<file path="src/rtl/cht_pkg.sv">
package cht_pkg;

  localparam int unsigned Buckets = 64;
  localparam int unsigned Nodes = 256;
  localparam int unsigned BucketW = $clog2(Buckets);
  localparam int unsigned NodeW = $clog2(Nodes);
  localparam int unsigned LinkW = NodeW + 1;
  localparam int unsigned CountW = 7;
  localparam int unsigned KeyW = 16;
  localparam int unsigned ValW = 32;
  localparam int unsigned FuncW = 2;
  localparam int unsigned StepW = NodeW + 1;

  localparam logic [LinkW-1:0] NullLink = LinkW'(Nodes);

  localparam logic [FuncW-1:0] FuncInsert = 2'd0;
  localparam logic [FuncW-1:0] FuncLookup = 2'd1;
  localparam logic [FuncW-1:0] FuncContains = 2'd2;
  localparam logic [FuncW-1:0] FuncRemove = 2'd3;

  // commands from controller to datapath
  typedef struct packed {
    logic load;       // latch input word, start modulo
    logic mod_step;   // one restoring subtract step
    logic init_step;  // one free-list init write
    logic rd_head;    // read bucket head
    logic rd_node;    // read node at cursor
    logic advance;    // move cursor along chain
    logic do_insert;
    logic do_unlink;  // rewrite predecessor link or head
    logic do_free;    // push removed node onto free list
    logic set_found;
    logic set_full;
  } cht_cmd_t;

  typedef struct packed {
    logic mod_done;
    logic init_done;
    logic cur_null;
    logic key_hit;
    logic walk_limit;
    logic pool_empty;
    logic [FuncW-1:0] func;
  } cht_sts_t;

endpackage

</file>
<file path="src/rtl/cht_ctrl.sv">
module cht_ctrl (
  input  logic              clk_i,
  input  logic              rst_ni,
  input  logic              in_valid_i,
  output logic              in_stall_o,
  output logic              out_valid_o,
  input  logic              out_stall_i,
  input  cht_pkg::cht_sts_t sts_i,
  output cht_pkg::cht_cmd_t cmd_o,
  output logic              sel_free_o,
  output logic              out_load_o
);

  typedef enum logic [3:0] {
    StInit, StIdle, StMod, StHead, StFree, StIns, StRead, StCheck, StUnlink, StDone
  } state_e;

  state_e state_q, state_d;
  logic   out_valid_q, out_valid_d;
  logic   busy_q, busy_d;

  always_comb begin
    state_d = state_q;
    out_valid_d = out_valid_q;
    busy_d = busy_q;
    cmd_o = '0;
    sel_free_o = 1'b0;
    out_load_o = 1'b0;
    if (out_valid_q && !out_stall_i) out_valid_d = 1'b0;
    unique case (state_q)
      StInit: begin
        cmd_o.init_step = 1'b1;
        if (sts_i.init_done) state_d = StIdle;
      end
      StIdle: begin
        if (in_valid_i && !busy_q) begin
          cmd_o.load = 1'b1;
          busy_d = 1'b1;
          state_d = StMod;
        end
      end
      StMod: begin
        if (sts_i.mod_done) begin
          cmd_o.rd_head = 1'b1;
          state_d = StHead;
        end else begin
          cmd_o.mod_step = 1'b1;
        end
      end
      StHead: begin
        if (sts_i.func == cht_pkg::FuncInsert) begin
          if (sts_i.pool_empty) begin
            cmd_o.set_full = 1'b1;
            state_d = StDone;
          end else begin
            sel_free_o = 1'b1;
            state_d = StFree;
          end
        end else if (sts_i.cur_null) begin
          state_d = StDone;
        end else begin
          cmd_o.rd_node = 1'b1;
          state_d = StCheck;
        end
      end
      StFree: begin
        cmd_o.rd_node = 1'b1;
        state_d = StIns;
      end
      StIns: begin
        cmd_o.do_insert = 1'b1;
        state_d = StDone;
      end
      StCheck: begin
        if (sts_i.key_hit) begin
          cmd_o.set_found = 1'b1;
          state_d = (sts_i.func == cht_pkg::FuncRemove) ? StUnlink : StDone;
        end else begin
          cmd_o.advance = 1'b1;
          state_d = StRead;
        end
      end
      StRead: begin
        if (sts_i.cur_null || sts_i.walk_limit) begin
          state_d = StDone;
        end else begin
          cmd_o.rd_node = 1'b1;
          state_d = StCheck;
        end
      end
      StUnlink: begin
        cmd_o.do_unlink = 1'b1;
        cmd_o.do_free = 1'b1;
        state_d = StDone;
      end
      StDone: begin
        if (!out_valid_q || !out_stall_i) begin
          out_valid_d = 1'b1;
          out_load_o = 1'b1;
          busy_d = 1'b0;
          state_d = StIdle;
        end
      end
      default: state_d = StIdle;
    endcase
  end

  always_ff @(posedge clk_i or negedge rst_ni) begin
    if (!rst_ni) begin
      state_q <= StInit;
      out_valid_q <= 1'b0;
      busy_q <= 1'b0;
    end else begin
      state_q <= state_d;
      out_valid_q <= out_valid_d;
      busy_q <= busy_d;
    end
  end

  assign in_stall_o = (state_q != StIdle) || busy_q;
  assign out_valid_o = out_valid_q;

endmodule

</file>
<file path="config.mk">
export PLATFORM = sky130hd
export DESIGN_NAME = cht_ctrl
export DESIGN_NICKNAME = d
export VERILOG_FILES = /design/src/rtl/cht_pkg.sv /design/src/rtl/cht_ctrl.sv
export SDC_FILE = /design/constraint.sdc
export NUM_CORES = 1
export LEC_CHECK = 0
export BUFFER_PORTS_ARGS = -buffer_cell sky130_fd_sc_hd__buf_2
export CORE_AREA = 2 2 39 41
export DETAILED_ROUTE_END_ITERATION = 16
export DIE_AREA = 0 0 41 43
export PLACE_DENSITY = 0.73
export SETUP_SLACK_MARGIN = 0.5
export SLEW_MARGIN = 10
export SYNTH_ARGS = -nofsm -noshare
export SYNTH_HDL_FRONTEND = slang
export SYNTH_SLANG_ARGS = --single-unit
</file>
<file path="constraint.sdc">
create_clock -name clk_i -period 2.8 [get_ports clk_i]
set_input_delay 0.28 -clock clk_i [delete_from_list [all_inputs] [get_ports clk_i]]
set_output_delay 0.28 -clock clk_i [all_outputs]
set_load 0.05 [all_outputs]
</file>
==> results.ini, run 1 <==
[detailed_routing]
drt-wirelength-per-cell_um = 12.6
antenna_left = 0
drc_errors = 0
via_per_inst = 5.39
routed_wl_um = 1430
drt_iter0_drc = 14
dr_total_vias = 614
dr.pass1.iters = 4

[yosys]
synth_area_leaders = dfrtp_1, buf_6, nand2_1
yosysTopAreaCellShare = 0.253
ys_seq_elements = 6
yosys.area.top_type = dfrtp_1
syn_nets = 86
syn_area_per_cell_sq_um = 8.01
syn_inst = 74
ys_warn_count = 0
seq_area_frac_synth = 0.253
synthesis.area_sq_um = 593
yosysUniqueCellTypes = 37

[grt]
grt_pass1_wl_um = 2350
globalRouteOverflowTotal = 0
grt_pass1_vias = 549
grt_usage = 0.194
grt_max_degree = 19
antenna_found_initial = 0

[worst_setup_path]
critPathMaxStageDelay_ps = 570
path_delay_family = simple AND/OR/NAND/NOR gates
cp_max_fo = 18
cp_cell_sequence = nand2b_1, or4_1, buf_2
path_class = flop to primary output
reg2reg_slack_ps = 1190
cp-end-kind = primary output
required_ps = 2520
arrival_ps = 1740
path_buf_inv = 1
startpoint_type = flop
cp_slowest_cell = dfrtp_1

[clocking]
htree_levels = 1
cts_resized = 0
cts_tree = yes
cts_sinks = 6
clk_latency_ps = 240
clockBufferDepth = 2
clk_pin_slew_ps = 50
cts-root-buf = clkbuf_4
numCtsBuffers = 3

[power_and_ir_drop]
clock_power_share = 0.115
p_per_area_nw_per_um2 = 922
leakagePower_nw = 0.371
p_sw_w = 0.000372
total_power_w = 0.000680
p_int_w = 0.000308
comb_power_share = 0.586
seqPwrFrac = 0.299
ir_drop_mv = 0.322
p_sw_frac = 0.547

[floorplan]
rows = 14
die_y_um = 43
fp.dieW_um = 41
initial_core_util = 0.429
pin_count = 27
dieArea_sq_um = 1760
fp.coreArea_sq_um = 1380

[finish]
regArea_sq_um = 150
num_antenna_cells = 0
fillCellCount = 140
drive_above_1_share = 0.378
layout.cells.non_filler = 114
final_common_cell = buf_2
multi_input_area_sq_um = 389
area_delta_synth_final_pct = 24.3
final_cell_mix = buf_2, nand2_1, nor2_1
fin_nets = 112

[min_path]
holdCritPathClass = primary input to flop

[timing]
rsz0062_at_grt = false
layout_setup_ws_ps = 778
tns_ps = 0
final-setup-viol-count = 0
hold_viol_final = 0
slew_viol_final = 0
slew_headroom = 0.638
timing.fmax_ghz = 0.495
worst_pin_slew_ps = 544
fin_crit_sh = 0.722
period_needed_ps = 2020
fin_skew_ps = 3.31

[placed_design]
place_inst = 110
place_hpwl_um = 1100
port_buffers = 26
gp_congestion = 0.861
preCtsSetupSlack_ps = 1040

[run_status]
status = finished clean

[flow_run]
drv_cap = 0

-- timing repair --
action / 4_1_cts / 5_1_grt
hold buffers: 1 / 0
endpoints found under the hold margin: 6 / 0
setup buffers: 0 / 0
-- Yosys cell counts --
library cell,instances
a211oi_1,1
a21oi_1,2
a311o_1,1
a31oi_1,1
a41o_1,1
a41oi_2,1
and2_1,1
and3_1,3
and4bb_4,1
buf_2,2
buf_4,1
buf_6,3
dfrtp_1,6
inv_1,3
inv_2,1
mux2i_1,1
nand2_1,8
nand2b_1,2
nand3_1,1
nand3b_1,1
nand4_1,2
nand4b_1,1
nor2_1,8
nor2b_1,2
nor3_1,1
nor3_2,2
nor4_1,2
o21a_1,1
o21ai_0,2
o21ai_1,2
o21ba_1,1
o21bai_1,2
o2bb2ai_1,1
o31ai_2,1
or2b_1,2
or3_1,2
or4_1,1
-- tightest hold or removal path, cell delays in order --
cell and delay (ps):
buf_2 70, nand2_1 70, o21ai_0 90
-- state kept, by name, summed over array words and instances, names as in the netlist --
name,cells
state_q,4
busy_q,1
out_valid_o,1
-- metal layers --
metal,vias to the layer above,global-route usage,part of all wire
met5,-,0,0
li1,315,-,-
met3,2,0.0366,0.061
met4,0,0.0600,0.0077
met2,24,0.328,0.51
met1,273,0.234,0.42
-- final timing paths --
kind	to	cells past startpoint	startpoint
max	in_stall_o	3	state_q[1]$_DFFE_PN0P_
min	out_valid_o$_DFF_PN0_	3	out_stall_i
max reg2reg	state_q[2]$_DFFE_PN0P_	4	state_q[1]$_DFFE_PN0P_
min reg2reg	out_valid_o$_DFF_PN0_	2	out_valid_o$_DFF_PN0_
max in group asynchronous	state_q[1]$_DFFE_PN0P_	2	rst_ni
min in group asynchronous	busy_q$_DFFE_PN0P_	2	rst_ni
-- cell type report --
cell class                      count  area share
Multi-Input combinational cell     58       0.528
Sequential cell                     6       0.204
Timing Repair Buffer               27       0.190
Clock buffer                        3      0.0306
Tap cell                           16      0.0272
Inverter                            4      0.0204
-- power groups by stage --
| stage | logic (W) | clock network [W] | registers (W) |
|---|---|---|---|
| 2_1_floorplan | 0.000376 | 0 | 0.000165 |
| 3_3_place_gp | 0.000394 | 0 | 0.000202 |
| 6_report | 0.000398 | 0.0000784 | 0.000203 |
| 3_5_place_dp | 0.000399 | 0 | 0.000205 |
| 5_1_grt | 0.000435 | 0.0000830 | 0.000214 |
| 4_1_cts | 0.000401 | 0.0000793 | 0.000203 |
-- logic make-up after synthesis --
logic type      share of synthesized area
simple gates                        0.392
compound gates                      0.226
buf+inv                             0.112
flops                               0.253
mux                                0.0169
-- metrics by stage --
| step | instance area, sq um | utilization | hold WS (ps) |
|---|---|---|---|
| finish | 737 | 0.533 | 322 |
| global route | 737 | 0.533 | 363 |
| CTS | 737 | 0.533 | 320 |
| detailed placement | 704 | 0.509 | 107 |
| global placement | 704 | 0.509 | 104 |
| floorplan | 606 | - | -15.6 |
Note: power is estimated with default switching activity, not from simulation.
==> inputs of run 2 (changes only) <==
--- a/config.mk
+++ b/config.mk
@@ -6,10 +6,9 @@
 export NUM_CORES = 1
 export LEC_CHECK = 0
 export BUFFER_PORTS_ARGS = -buffer_cell sky130_fd_sc_hd__buf_2
-export CORE_AREA = 2 2 39 41
+export CORE_UTILIZATION = 45
 export DETAILED_ROUTE_END_ITERATION = 16
-export DIE_AREA = 0 0 41 43
-export PLACE_DENSITY = 0.73
+export PLACE_DENSITY = 0.74
 export SETUP_SLACK_MARGIN = 0.5
 export SLEW_MARGIN = 10
 export SYNTH_ARGS = -nofsm -noshare
==> constraint.sdc (replaced) <==
create_clock -name clk_i -period 1.9 [get_ports clk_i]
set_input_delay 0.19 -clock clk_i [delete_from_list [all_inputs] [get_ports clk_i]]
set_output_delay 0.19 -clock clk_i [all_outputs]
set_load 0.05 [all_outputs]
==> results.ini, run 2 <==
[run_status]
status = aborted with a tool error  ; was finished clean
lastStage = global routing (5_1_grt)
stop_error = [ERROR DPL-0038] Utilization greater than 100%, impossible to legalize

[clocking]
cts-root-buf = clkbuf_4  ; unchanged
numCtsBuffers = 3  ; unchanged
htree_levels = 1  ; unchanged
clockBufferDepth = 2  ; unchanged
cts_sinks = 6  ; unchanged

[yosys]
syn_area_per_cell_sq_um = 8.01  ; unchanged
yosys.area.top_type = dfrtp_1  ; unchanged
ys_top_cells_by_count = nand2_1, nor2_1, dfrtp_1  ; unchanged
synthesis.area_sq_um = 593  ; unchanged
syn_nets = 86  ; unchanged
seq_area_frac_synth = 0.253  ; unchanged
synth_area_leaders = dfrtp_1, buf_6, nand2_1  ; unchanged
ys_seq_elements = 6  ; unchanged
synthArstFlopShare = 1.00  ; unchanged
yosysTopAreaCellShare = 0.253  ; unchanged
synth_edf_count = 0  ; unchanged
syn_inst = 74  ; unchanged
yosysUniqueCellTypes = 37  ; unchanged
synth-main-ff-cell = dfrtp_1  ; unchanged
ys_warn_count = 0  ; unchanged

[placed_design]
port_buffers = 26  ; unchanged
preCtsSetupSlack_ps = 276  ; was 1040 ps
place_hpwl_um = 1210  ; was 1100 um
placed_cell_area_sq_um = 801  ; was 704 sq um
gp_congestion = 0.851  ; was 0.861

[floorplan]
initial_core_util = 0.506  ; was 0.429
rows = 12  ; was 14
fp.dieW_um = 38.3  ; was 41 um
pin_count = 27  ; unchanged
die_y_um = 38.3  ; was 43 um

[timing]
grt-worst-endpoint = cmd_o[5]
worstEpCategory = top-level output

[grt]
grt_max_degree = 9

-- run 2: cell counts after synthesis --
No cell type changed its count.
-- run 2: cells by family after synthesis --
kind of cell    synth area share
compound gates             0.226
buf+inv                    0.112
flops                      0.253
mux                       0.0169
simple gates               0.392
-- run 2: per-stage QoR --
step | hold WS, ps | instances
3_5_place_dp | 22.1 | 112
2_1_floorplan | -106 | 74
4_1_cts | 211 | 134
3_3_place_gp | 19.8 | 112
-- run 2: what timing repair did --
| item | CTS |
|---|---|
| setup buffers | 17 |
| pin swaps | 6 |
| cloned | 1 |
| hold endpoints to repair | 6 |
| hold buffers | 1 |
| resized for setup | 51 |
| endpoints found under the setup margin | 17 |
==> inputs of run 3 (changes only) <==
--- a/config.mk
+++ b/config.mk
@@ -6,10 +6,10 @@
 export NUM_CORES = 1
 export LEC_CHECK = 0
 export BUFFER_PORTS_ARGS = -buffer_cell sky130_fd_sc_hd__buf_2
-export CORE_UTILIZATION = 45
+export CORE_AREA = 2 2 63 65
 export DETAILED_ROUTE_END_ITERATION = 16
-export PLACE_DENSITY = 0.74
-export SETUP_SLACK_MARGIN = 0.5
+export DIE_AREA = 0 0 65 67
+export PLACE_DENSITY_LB_ADDON = 0.15
 export SLEW_MARGIN = 10
 export SYNTH_ARGS = -nofsm -noshare
 export SYNTH_HDL_FRONTEND = slang
==> results.ini, run 3 (synthesis results as in run 1) <==
[floorplan]
initial_core_util = 0.164  ; was 0.506
dieArea_sq_um = 4360
fp.coreArea_sq_um = 3610
fp.dieW_um = 65  ; was 38.3 um
pin_count = 27  ; unchanged
die_y_um = 67  ; was 38.3 um
rows = 22  ; was 12

[detailed_routing]
routed_wl_um = 1870
antenna_left = 0
drc_errors = 0
drt_iter0_drc = 15
dr_total_vias = 641
drt-wirelength-per-cell_um = 12.7
dr.pass1.iters = 4
via_per_inst = 4.33

[grt]
grt_pass1_vias = 627
grt_pass1_wl_um = 2860
grt_usage = 0.0873
antenna_found_initial = 0
top_usage_layer = met2
met1_usage = 0.108
met2_usage = 0.149
use_met3 = 0.00676
grt_max_degree = 17
globalRouteOverflowTotal = 0

[clocking]
cts_setup_buffers = 0  ; was 17
cts_sinks = 6  ; unchanged
numCtsBuffers = 3  ; unchanged
clk_latency_ps = 220
cts-root-buf = clkbuf_8  ; was clkbuf_4
cts_tree = yes
clockBufferDepth = 2  ; unchanged
htree_levels = 1  ; unchanged
clk_pin_slew_ps = 30

[timing]
final-setup-viol-count = 0
slew_headroom = 0.797
slew_viol_final = 0
fin_crit_sh = 0.924
rsz0062_at_grt = false
timing.fmax_ghz = 0.570
worst_pin_slew_ps = 304
layout_setup_ws_ps = 145
fin_skew_ps = 5.48
whs_ps = 256
hold_viol_final = 0
period_needed_ps = 1750

[power_and_ir_drop]
p_per_area_nw_per_um2 = 1380
ir_drop_mv = 0.290
total_power_w = 0.00112
clock_power_share = 0.171
leakagePower_nw = 0.386
comb_power_share = 0.572
p_sw_w = 0.000582
p_int_w = 0.000540
p_sw_frac = 0.519
seqPwrFrac = 0.257

[worst_setup_path]
path_class = flop to primary output
arrival_ps = 1560
required_ps = 1710
cp-end-kind = primary output
r2r_cells = 5
cp_max_fo = 8
startpoint_type = flop

[placed_design]
gp_congestion = 0.733  ; was 0.851
preCtsSetupSlack_ps = 218  ; was 276 ps
port_buffers = 26  ; unchanged
placed_cell_area_sq_um = 759  ; was 801 sq um
place_hpwl_um = 1470  ; was 1210 um

[finish]
num_antenna_cells = 0
drive_above_1_share = 0.420
largest_register_ffs = 4
multi_input_area_sq_um = 389
regMostFlops = state_q
area_delta_synth_final_pct = 37.3
regArea_sq_um = 154
design_area_sq_um = 815
fillCellCount = 424
fin_nets = 114
final_common_cell = buf_2
fin_util = 0.226
final_cell_mix = buf_2, nand2_1, nor2_1

[flow_run]
drv_cap = 0

[min_path]
holdCritPathClass = primary input to flop
min_path_cells = 3

[run_status]
status = finished clean  ; was aborted with a tool error

==> run 3: metal layers <==
metal,wire length (um),part of all wire
met5,0,0
met4,20,0.011
met3,79,0.042
met2,932,0.50
met1,840,0.45
==> run 3: timing repair <==
action / 4_1_cts / 5_1_grt
endpoints found under the setup margin: 1 / 3
hold buffers: 1 / 0
resized for setup: 1 / 2
hold endpoints to repair: 6 / 0
==> run 3: through the flow <==
stage	TNS, ps	std cells
floorplan	-6.93	74
global placement	0	144
detailed placement	0	144
CTS	0	148
global route	0	148
finish	0	148
==> run 3: layout make-up <==
type,instances,area share
flip-flops and latches,6,0.189
multi-input cells,58,0.478
inverters,4,0.0184
well taps,48,0.0737
repair buffers,29,0.190
clock buffers,3,0.0507
==> run 3: final timing paths <==
| path | end | start | slack, ps |
|---|---|---|---|
| max | sel_free_o | state_q[3]$_DFFE_PN0P_ | 150 |
| min | out_valid_o$_DFF_PN0_ | out_stall_i | 260 |
| max reg2reg | state_q[1]$_DFFE_PN0P_ | state_q[1]$_DFFE_PN0P_ | 450 |
| min reg2reg | busy_q$_DFFE_PN0P_ | busy_q$_DFFE_PN0P_ | 530 |
| max in group asynchronous | state_q[2]$_DFFE_PN0P_ | rst_ni | 1400 |
| min in group asynchronous | busy_q$_DFFE_PN0P_ | rst_ni | 330 |
==> run 3: critical path, stage by stage, from the launching register on <==
cell      delay [ps]
dfrtp_1          470
and4bb_4         410
nand2_1           60
nor2_1           120
buf_2            280
==> run 3: power by group through the flow <==
stage / logic, W / registers [W] / clock network [W]
after CTS: 0.000648 / 0.000286 / 0.000199
after detailed placement: 0.000645 / 0.000286 / 0
final: 0.000642 / 0.000288 / 0.000193
after floorplan: 0.000554 / 0.000243 / 0
after global placement: 0.000646 / 0.000284 / 0
after global routing: 0.000698 / 0.000297 / 0.000210
